### src/hdl/vmps_pkg.sv
package vmps_pkg;

    // geometry
    localparam int GRID     = 256;
    localparam int GRID_LG2 = $clog2(GRID);
    localparam int SCREEN_W = 256;
    localparam int SCREEN_H = 256;
    localparam int SW_LG2   = $clog2(SCREEN_W);
    localparam int SH_LG2   = $clog2(SCREEN_H);
    localparam int FS_DEPTH = SCREEN_W * SCREEN_H;
    localparam int FS_AW    = $clog2(FS_DEPTH);

    // field widths
    localparam int OP_W   = 2;
    localparam int VOX_W  = 8;
    localparam int DENS_W = 16;
    localparam int RC_W   = 8;
    localparam int PIX_W  = 16;
    localparam int COEF_W = 16;
    localparam int CIDX_W = 4;
    localparam int FRAC   = 12;

    localparam int IN_DATA_W  = 56;
    localparam int OUT_DATA_W = 32;

    // register file
    localparam int NREGS  = 8;
    localparam int REG_AW = $clog2(NREGS);
    localparam logic [REG_AW-1:0] REG_X_CX  = 3'd0;
    localparam logic [REG_AW-1:0] REG_X_CY  = 3'd1;
    localparam logic [REG_AW-1:0] REG_X_CZ  = 3'd2;
    localparam logic [REG_AW-1:0] REG_X_OFF = 3'd3;
    localparam logic [REG_AW-1:0] REG_Y_CX  = 3'd4;
    localparam logic [REG_AW-1:0] REG_Y_CY  = 3'd5;
    localparam logic [REG_AW-1:0] REG_Y_CZ  = 3'd6;
    localparam logic [REG_AW-1:0] REG_Y_OFF = 3'd7;

    // arithmetic widths: p = 2c - GRID, products, projected numerator
    localparam int P_W    = GRID_LG2 + 2;
    localparam int PROD_W = COEF_W + P_W;
    localparam int NUM_W  = PROD_W + 3;
    // numerator / 2^(FRAC+1+GRID_LG2) scaled by screen size
    localparam int X_SH   = FRAC + 1 + GRID_LG2 - SW_LG2;
    localparam int Y_SH   = FRAC + 1 + GRID_LG2 - SH_LG2;

    // MAC sequencing
    localparam int MAC_STEPS = 3;
    localparam int STEP_W    = 2;

    // op codes
    localparam logic [OP_W-1:0] OP_SPLAT = 2'd0;
    localparam logic [OP_W-1:0] OP_READ  = 2'd1;
    localparam logic [OP_W-1:0] OP_CLEAR = 2'd2;

    typedef struct packed {
        logic              load;
        logic              mac_en;
        logic [STEP_W-1:0] mac_sel;
        logic              proj;
        logic              addr_en;
        logic              rd_en;
        logic              resolve;
        logic              clr_en;
        logic              peak_clr;
        logic              out_load;
    } vmps_cmd_t;

    typedef struct packed {
        logic [OP_W-1:0] op;
        logic            dens_zero;
        logic            clr_last;
    } vmps_sts_t;

endpackage

### src/hdl/vmps_ctrl.sv
module vmps_ctrl (
    input  logic                clk,
    input  logic                rst_n,
    input  logic                in_valid,
    output logic                in_ready,
    output logic                out_valid,
    input  logic                out_ready,
    output vmps_pkg::vmps_cmd_t cmd,
    input  vmps_pkg::vmps_sts_t sts
);
    import vmps_pkg::*;

    localparam logic [3:0] S_CLR  = 4'd0;
    localparam logic [3:0] S_IDLE = 4'd1;
    localparam logic [3:0] S_DEC  = 4'd2;
    localparam logic [3:0] S_MAC  = 4'd3;
    localparam logic [3:0] S_PROJ = 4'd4;
    localparam logic [3:0] S_ADDR = 4'd5;
    localparam logic [3:0] S_RD   = 4'd6;
    localparam logic [3:0] S_WR   = 4'd7;
    localparam logic [3:0] S_OUT  = 4'd8;

    logic [3:0]        state_reg, state_next;
    logic [STEP_W-1:0] step_reg, step_next;
    logic              clr_op_reg, clr_op_next;
    logic              out_valid_reg, out_valid_next;

    assign in_ready  = (state_reg == S_IDLE);
    assign out_valid = out_valid_reg;

    always_comb
    begin
        state_next  = state_reg;
        step_next   = step_reg;
        clr_op_next = clr_op_reg;
        cmd         = '0;
        case (state_reg)
            S_CLR:
            begin
                cmd.clr_en = 1'b1;
                if (sts.clr_last)
                begin
                    cmd.peak_clr = 1'b1;
                    clr_op_next  = 1'b0;
                    state_next   = clr_op_reg ? S_OUT : S_IDLE;
                end
            end
            S_IDLE:
            begin
                if (in_valid)
                begin
                    cmd.load   = 1'b1;
                    state_next = S_DEC;
                end
            end
            S_DEC:
            begin
                case (sts.op)
                    OP_SPLAT:
                    begin
                        step_next  = '0;
                        state_next = sts.dens_zero ? S_OUT : S_MAC;
                    end
                    OP_READ:  state_next = S_ADDR;
                    OP_CLEAR:
                    begin
                        clr_op_next = 1'b1;
                        state_next  = S_CLR;
                    end
                    default:  state_next = S_OUT;
                endcase
            end
            S_MAC:
            begin
                cmd.mac_en  = 1'b1;
                cmd.mac_sel = step_reg;
                if (step_reg == STEP_W'(MAC_STEPS - 1))
                    state_next = S_PROJ;
                else
                    step_next = step_reg + 1'b1;
            end
            S_PROJ:
            begin
                cmd.proj   = 1'b1;
                state_next = S_ADDR;
            end
            S_ADDR:
            begin
                cmd.addr_en = 1'b1;
                state_next  = S_RD;
            end
            S_RD:
            begin
                cmd.rd_en  = 1'b1;
                state_next = S_WR;
            end
            S_WR:
            begin
                cmd.resolve = 1'b1;
                state_next  = S_OUT;
            end
            S_OUT:
            begin
                if (!out_valid_reg || out_ready)
                begin
                    cmd.out_load = 1'b1;
                    state_next   = S_IDLE;
                end
            end
            default: state_next = S_IDLE;
        endcase
    end

    always_comb
    begin
        if (cmd.out_load)
            out_valid_next = 1'b1;
        else if (out_ready)
            out_valid_next = 1'b0;
        else
            out_valid_next = out_valid_reg;
    end

    always_ff @(posedge clk or negedge rst_n)
    begin
        if (!rst_n)
        begin
            state_reg     <= S_CLR;
            step_reg      <= '0;
            clr_op_reg    <= 1'b0;
            out_valid_reg <= 1'b0;
        end
        else
        begin
            state_reg     <= state_next;
            step_reg      <= step_next;
            clr_op_reg    <= clr_op_next;
            out_valid_reg <= out_valid_next;
        end
    end

    // a pending result is never overwritten
    a_no_overwrite: assert property (@(posedge clk) disable iff (!rst_n)
        cmd.out_load |-> (!out_valid_reg || out_ready))
        else $error("result register overwritten while pending");

    // a result appears only from a load
    a_valid_from_load: assert property (@(posedge clk) disable iff (!rst_n)
        $rose(out_valid_reg) |-> $past(cmd.out_load))
        else $error("output valid without a load");

endmodule

### config.mk
export PLATFORM = sky130hd
export DESIGN_NAME = vmps_ctrl
export DESIGN_NICKNAME = d
export VERILOG_FILES = /design/src/hdl/vmps_pkg.sv /design/src/hdl/vmps_ctrl.sv
export SDC_FILE = /design/constraint.sdc
export NUM_CORES = 1
export LEC_CHECK = 0
export ABC_AREA = 1
export BUFFER_PORTS_ARGS = -buffer_cell sky130_fd_sc_hd__buf_4
export CAP_MARGIN = 20
export CELL_PAD_IN_SITES_DETAIL_PLACEMENT = 2
export CELL_PAD_IN_SITES_GLOBAL_PLACEMENT = 2
export CORE_UTILIZATION = 24
export CTS_CLUSTER_DIAMETER = 60
export DETAILED_ROUTE_END_ITERATION = 7
export HOLD_SLACK_MARGIN = 0.08
export PLACE_DENSITY = 0.84
export SYNTH_ARGS = -nofsm -noshare
export SYNTH_HDL_FRONTEND = slang
export SYNTH_SLANG_ARGS = --single-unit
### constraint.sdc
create_clock -name clk -period 1.51 [get_ports clk]
set_input_delay 0.0755 -clock clk [delete_from_list [all_inputs] [get_ports clk]]
set_output_delay 0.0755 -clock clk [all_outputs]
set_load 0.01 [all_outputs]
==> Word-level counts from Yosys, hierarchy flattened <==
Cells that the tools add are included.
{ "word_totals": {"register_bits": 8, "latchBits": 0, "mem_bits_rw": 0, "mem_bits_ro": 0, "inputBits": 8, "output_inout_bits": 13, "wordCells": 60, "mem_count": 0} }
{ "classes": {"add_sub_neg": 1, "n_mul": 0, "div": 0, "n_lt_le_gt_ge": 0, "eq_ne": 18, "shifts": 0, "mux": 27, "n_bitwise": 0, "reduce_logical": 10} }
{ "ops": {"columns": ["op", "n"], "rows": [
  ["$pmux W4 S9", 1],
  ["$mux W4", 6],
  ["$eq A4 B3 Y1 const B", 4],
  ["$ne A2 B2 Y1 const B", 7],
  ["$mux W1", 13],
  ["$pmux W4 S3", 1],
  ["$eq A4 B2 Y1 const B", 2],
  ["$mux W2", 3],
  ["$reduce_and A3 Y1", 2],
  ["$reduce_bool A2 Y1", 3],
  ["$eq A2 B2 Y1 const B", 2],
  ["$eq A4 B1 Y1 const B", 1],
  ["$eq A4 B4 Y1 const B", 1],
  ["$logic_not A4 Y1", 1],
  ["$pmux W2 S2", 1],
  ["$reduce_and A4 Y1", 1],
  ["$mux W3", 1],
  ["$add A2 B1 Y2 const B", 1],
  ["$eq A2 B1 Y1 const B", 1],
  ["$logic_not A2 Y1", 1],
  ["$pmux W1 S2", 1],
  ["$logic_not A1 Y1", 1],
  ["$logic_or A1 B1 Y1", 1]
]} }

==> Logic depth before layout (Yosys ltp) <==
Gate-level depths: netlist of run 1.
{ "depth": {"word_depth": 5, "ltp_mapped": 8, "mapped_depth_nobuf": 8} }

==> Worst setup path before layout of run 1 <==
OpenSTA, ideal clock, no wires.
{ "synth_path": {"path_kind": "register to register", "from": "reg state_reg[0]", "to": "reg clr_op_reg", "setup_ns": 0.139, "t_arrival_ns": 1.048, "required_time_ns": 1.371, "slack_ns": 0.323, "path_stages_with_launch": 5, "path_buffers": 0, "synth_period_minus_slack_ns": 1.187, "cell_sequence": "dfrtp_1 -> inv_1 -> nand2_1 -> nor3_1 -> o21ai_0"} }
{ "synth_between": {"elab_chain_cells": 3, "elab_cells_between_ends": 7, "classes_between": "eq/ne: 3; mux: 1; reduce/logical: 3"} }
{ "synth_lines": {"columns": ["element", "line_no", "source"], "rows": [
  ["start: declaration", "vmps_ctrl.sv:23", "logic [3:0] state_reg, state_next;"],
  ["start signal: assignment", "vmps_ctrl.sv:135", "state_reg <= state_next;"],
  ["$eq A4 B2 Y1 or $logic_not A4 Y1 (tied branches)", "vmps_ctrl.sv:37", "case (state_reg)"],
  ["$ne A2 B2 Y1 (no line) or $reduce_bool A2 Y1 (tied branches)", null, null],
  ["$reduce_and A3 Y1 (no line)", null, null],
  ["end signal: assignment", "vmps_ctrl.sv:137", "clr_op_reg <= clr_op_next;"],
  ["end: declaration", "vmps_ctrl.sv:25", "logic clr_op_reg, clr_op_next;"]
]} }
Several ways; a longest one is shown, not always the timed one.
A chain may end at the register's enable or synchronous reset.

==> flow_summary.ini, run 1 <==
[pwr]
swShare_pct = 50.13
p_switching_w = 0.0007549
comb_power_share_pct = 62.0
cellInternalPower_w = 0.0007509
seq_power_share_pct = 26.5
ir_drop_uv = 616.1
leakage_nw = 0.4701
power_frac_clock_pct = 11.6
p_per_area_mw_per_mm2 = 1810

[clock_network]
root_buffer = clkbuf_4
cts_made_buffers = 3
clk_pin_slew_ps = 60
cts_tree = built
cts_sinks = 8
cts_setup_buffers = 0
cts_max_level = 1
insertion_delay_ps = 260
cts_buffer_depth = 2

[critical_path]
crit_required_ps = 1430
end_kind = primary output
start_kind = register
crit_path_max_fanout = 6
path_class = reg -> out
rr_worst_depth = 6
r2r_end = state_reg[3]
rrSetupSlack_ps = 240
arrival_ps = 1370
timing.rr.start = state_reg[1]

[placed_design]
numPortBuffers = 20
post-place-cells = 141
hpwl_um = 1663
gp_congestion = 0.7429

[run_status]
status = finished clean

[yosys]
ys_ff_latch = 8
synthAdderAreaFrac_pct = 2.066
synth_xor_area_share_pct = 0
yosysWarnings = 0
muxShareOfSynthArea_pct = 0
synth_area_um2 = 605.6
synthCells = 94
synth_top_area_share_pct = 33.06
synth_top_family_by_area = simple AND/OR/NAND/NOR gates
yosysUniqueCellTypes = 14
syn_nets = 103
syn_avg_cell_area_um2 = 6.442
synthSimpleGateAreaFrac_pct = 45.04
synth.area.top_cells = dfrtp_1 (33%), nand2_1 (14%), inv_1 (9.9%)
synth_compound_area_share_pct = 7.438
yosysSeqAreaShare_pct = 33.06
synth.largest_area_cell = dfrtp_1

[min_path]
hp-class = in -> reg
worstHoldEndpoint = clr_op_reg
hp-start = sts[3]
hold_depth = 3

[drt]
wl_met1_um = 844
routed_via_density = 4.658
drt_wl_total_um = 1980
drc = 0
wl_met2_um = 1015
vias = 680
routed.top_layer = met4
postRouteAntennaNets = 0
routed-wl-met3_um = 90
drt_pre_antenna_iters = 4
drt-wirelength-per-cell_um = 13.56
drt_iter0_drc = 1

[grt]
grt_use_total_pct = 16.60
grt_max_degree = 9
antenna_found_initial = 0
grt_pass1_vias = 722
grt_pass1_wl_um = 3174
grt_overflow = 0

[sta]
setup_viol = 0
min_period_ps = 1446
worstMarginPinSlew_ps = 289.9
finalSetupTns_ps = 0
post-route-period-util_pct = 95.75
slew_headroom_pct = 80.60
finalHoldViolations = 0
hold_slack_ps = 100.6
fin_skew_ps = 2.748
fmax_mhz = 691.6
final_max_slew_viol_count = 0

[floorplan]
io_pins = 21
fp.dieW_um = 52.23
rows = 17
core_mm2 = 0.002297
initial_core_util_pct = 26.36
dieArea_mm2 = 0.002728
die_y_um = 52.23

[finish]
antenna_cells = 0
regArea_um2 = 201.4
nets = 129
area_delta_synth_final_pct = 37.40
largest_reg_flops = 4
multi_input_area_um2 = 335.3
drive_gt1_share_pct = 27.97
fillers = 291
layout.cells.non_filler = 146

[flow_run]
max_cap_violations = 0
## how the worst max path moves through the flow
stage,start,endpoint,slack [ps],depth (start not counted)
4_1_cts,state_reg[0],cmd[1],10,4
5_1_grt,state_reg[0],cmd[1],-0.7,4
2_1_floorplan,state_reg[0],clr_op_reg,320,4
3_3_place_gp,state_reg[1],state_reg[3],290,6
3_5_place_dp,state_reg[1],state_reg[3],250,6
6_report,state_reg[1],cmd[0],60,4
## area by class of cell
class | instances | area share, %
timing repair buffer | 22 | 20.45
multi-input combinational | 67 | 40.30
clock buffer | 3 | 2.707
tap | 28 | 4.211
inverter | 18 | 8.120
sequential | 8 | 24.21
## repair_timing
item	in CTS	in global routing
gates resized for setup	0	2
hold endpoints to repair	9	0
endpoints found under the setup margin	0	4
hold buffers	2	0
## worst max-delay path, cell delays in order (launching register included)
cell     delay (ps)
dfrtp_2         440
nor2_1          270
nand2_1         120
nor2_1          130
buf_4           140
## per-layer routing
layer	track usage, %	up-vias
li1	-	336
met1	18.68	324
met2	30.77	18
met3	1.739	2
met4	7.895	0
met5	0	-
## logic make-up (layout without fill, tap and decap cells)
kind of cell               count (synthesis)  after routing
AOI/OAI and AO/OA                          9              9
adders and majority gates                  1              1
buffers and inverters                     19             43
DFF                                        8              8
and+or+nand+nor                           57             57
## power by group through the flow
stage	registers (W)	logic, W	clock network [W]
floorplan	0.000378	0.000608	0
global placement	0.000389	0.000890	0
detailed placement	0.000400	0.000935	0
CTS	0.000398	0.000945	0.000184
global route	0.000411	0.00104	0.000194
finish	0.000398	0.000933	0.000174
## synthesized netlist by cell type
master   instances
a21oi_1          3
nor2_1          14
nor3_1           3
nor2_4           3
nand2_1         23
o21ai_0          6
buf_4            1
inv_2            2
dfrtp_1          8
ha_1             1
nand3_1         11
nand2_2          2
nand3_4          1
inv_1           16
## layout by cell type, fill, tap and decap left out
cell and count:
nor3_1 2, nand3_4 1, o21ai_0 6, nor3_2 1, inv_1 16, dfrtp_2 1
inv_2 2, nand2_2 2, nor2_4 3, buf_4 20, clkbuf_4 3, nand3_1 11
ha_1 1, a21oi_1 3, dfrtp_1 7, dlygate4sd3_1 2, nor2_1 14, nand2_1 23
## per-stage QoR
stage	util [%]	setup slack (ps)	total power (W)	instance area, µm²
after floorplan	-	323.1	0.0009858	605.6
after global placement	34.10	285.1	0.001280	783.3
after detailed placement	34.10	249.5	0.001336	783.3
after CTS	35.95	14.98	0.001526	825.8
after global routing	36.22	-0.6866	0.001646	832.0
final	36.22	64.14	0.001506	832.0
No activity file was read; power rests on OpenSTA's default activity.
==> inputs of run 2 (changes only) <==
--- a/config.mk
+++ b/config.mk
@@ -10,6 +10,7 @@
 export CAP_MARGIN = 20
 export CELL_PAD_IN_SITES_DETAIL_PLACEMENT = 2
 export CELL_PAD_IN_SITES_GLOBAL_PLACEMENT = 2
+export CORE_MARGIN = 4
 export CORE_UTILIZATION = 24
 export CTS_CLUSTER_DIAMETER = 60
 export DETAILED_ROUTE_END_ITERATION = 7
==> run 2 against run 1 <==
Sequential share of layout area shrank 0.19 points. Register-to-register slack is essentially flat. Clock power shrank 8%. Final cell count unchanged. Highest routed layer is now met3. Largest power group unchanged. Sequential power about the same. Clock skew about the same. Critical path type unchanged. Routed wire length increased by 2.3%. Combinational power is 0.6% higher. First-iteration DRC count rose to 12 times the previous value. Core utilization increased by 0.054 points.
==> flow_summary.ini, run 2 (synthesized netlist as in run 1, its figures left out) <==
[grt]
grt_overflow = 0
grt_pass1_wl_um = 3429
antenna_found_initial = 0
grt_max_degree = 9
grt_use_total_pct = 13.08
grt_pass1_vias = 748

[pwr]
leakage_nw = 0.4716
ir_drop_uv = 648.7
p_per_area_mw_per_mm2 = 1799

[drt]
routed_via_density = 4.664
drt_wl_total_um = 2026
postRouteAntennaNets = 0
drt-wirelength-per-cell_um = 13.88
drt_pre_antenna_iters = 4
drc = 0
drt_iter0_drc = 12
vias = 681

[floorplan]
fp.dieW_um = 58.23
initial_core_util_pct = 26.36
core_mm2 = 0.002297
rows = 17
io_pins = 21
die_y_um = 58.23
dieArea_mm2 = 0.003391

[critical_path]
start_kind = register
path_delay_family = simple AND/OR/NAND/NOR gates
timing.rr.start = state_reg[3]
path_buf_inv = 1
end_kind = primary output
critPathMaxStageDelay_ps = 450
arrival_ps = 1290
slowest_stage = dfrtp_1
crit_start = state_reg[2]
crit_required_ps = 1430
r2r_end = step_reg[0]
path_depth = 4
rr_worst_depth = 6
rrSetupSlack_ps = 230
path_class = reg -> out
crit_path_max_fanout = 6
path_cells = nor2_4 -> nand2_1 -> nor2_1 -> buf_4

[clock_network]
cts_made_buffers = 3
cts_setup_buffers = 0
insertion_delay_ps = 250
clk_pin_slew_ps = 50
cts_tree = built
cts_sinks = 8
root_buffer = clkbuf_4
cts_buffer_depth = 2
cts_max_level = 1

[finish]
area_delta_synth_final_pct = 37.60
nets = 129
antenna_cells = 0
layout_common_cells = nand2_1 (23), buf_4 (20), inv_1 (16)
layout.cells.non_filler = 146
drive_gt1_share_pct = 27.97
final_common_cell = nand2_1
largest_reg_flops = 4

[sta]
slew_headroom_pct = 85.38
setup_viol = 0
worstMarginPinSlew_ps = 219.3
post-route-period-util_pct = 90.74
min_period_ps = 1370
grt_setup_unrepaired = false
fin_skew_ps = 2.642
finalSetupTns_ps = 0
final_max_slew_viol_count = 0
fmax_mhz = 729.9
finalHoldViolations = 0

[placed_design]
gp_congestion = 0.7928
numPortBuffers = 20
post-place-cells = 141
hpwl_um = 1727

[min_path]
worstHoldEndpoint = clr_op_reg
hold_depth = 3
hp-class = in -> reg
hp-start = sts[3]

[flow_run]
max_cap_violations = 0

[run_status]
status = finished clean
==> run 2: cell count changes in the layout (fill, tap and decap cells not counted) <==
cell	before	now
dfrtp_2	1	0
nor2_2	0	1
nor2_1	14	13
dfrtp_1	7	8
==> run 2: metal layers <==
| metal | track usage, % | up-vias | part of all wire (%) |
|---|---|---|---|
| li1 | - | 338 | - |
| met1 | 15.30 | 325 | 43 |
| met2 | 24.19 | 18 | 52 |
| met3 | 2.004 | 0 | 5.2 |
| met4 | 3.974 | 0 | 0 |
| met5 | 0 | - | 0 |
==> run 2: area by class of cell <==
type,count,area (µm²)
multi-input combinational,67,337.8
sequential,8,200.2
clock buffer,3,22.52
tap,28,35.03
timing repair buffer,22,170.2
fill,308,1464
inverter,18,67.56
==> run 2: worst max path at each step <==
stage | end | slack, ps
4_1_cts | cmd[1] | 30
5_1_grt | cmd[7] | 2
6_report | cmd[8] | 140
3_3_place_gp | state_reg[3] | 290
3_5_place_dp | state_reg[0] | 240
2_1_floorplan | clr_op_reg | 320
==> run 2: tightest hold or removal path, delay by kind of cell <==
family | cells | cell delay, ps
buffers and inverters | 1 | 110
AO/OA/AOI/OAI | 1 | 80
AND/OR/NAND/NOR | 1 | 80
==> run 2: where the power goes <==
part,total (W),internal [W],switching (W)
sequential,0.000400,0.000306,0.0000945
combinational,0.000939,0.000354,0.000585
clock,0.000160,0.0000907,0.0000692
total,0.00150,0.000751,0.000749
==> run 2: what timing repair did <==
action	CTS	global route
hold buffers	2	0
endpoints found under the setup margin	0	5
hold endpoints to repair	9	0
resized for setup	0	2
==> run 2: through the flow <==
step                      cell area, µm²  total power, W  util, %  setup slack (ps)  hold WS [ps]
after floorplan                    605.6       0.0009858        -             323.1        -220.1
after CTS                          825.8        0.001515    35.95             30.81         145.7
after global routing               833.3        0.001666    36.27             1.525         157.6
after detailed placement           783.3        0.001336    34.10             243.0        -98.31
final                              833.3        0.001499    36.27             139.9         146.9
after global placement             783.3        0.001284    34.10             285.4        -99.37
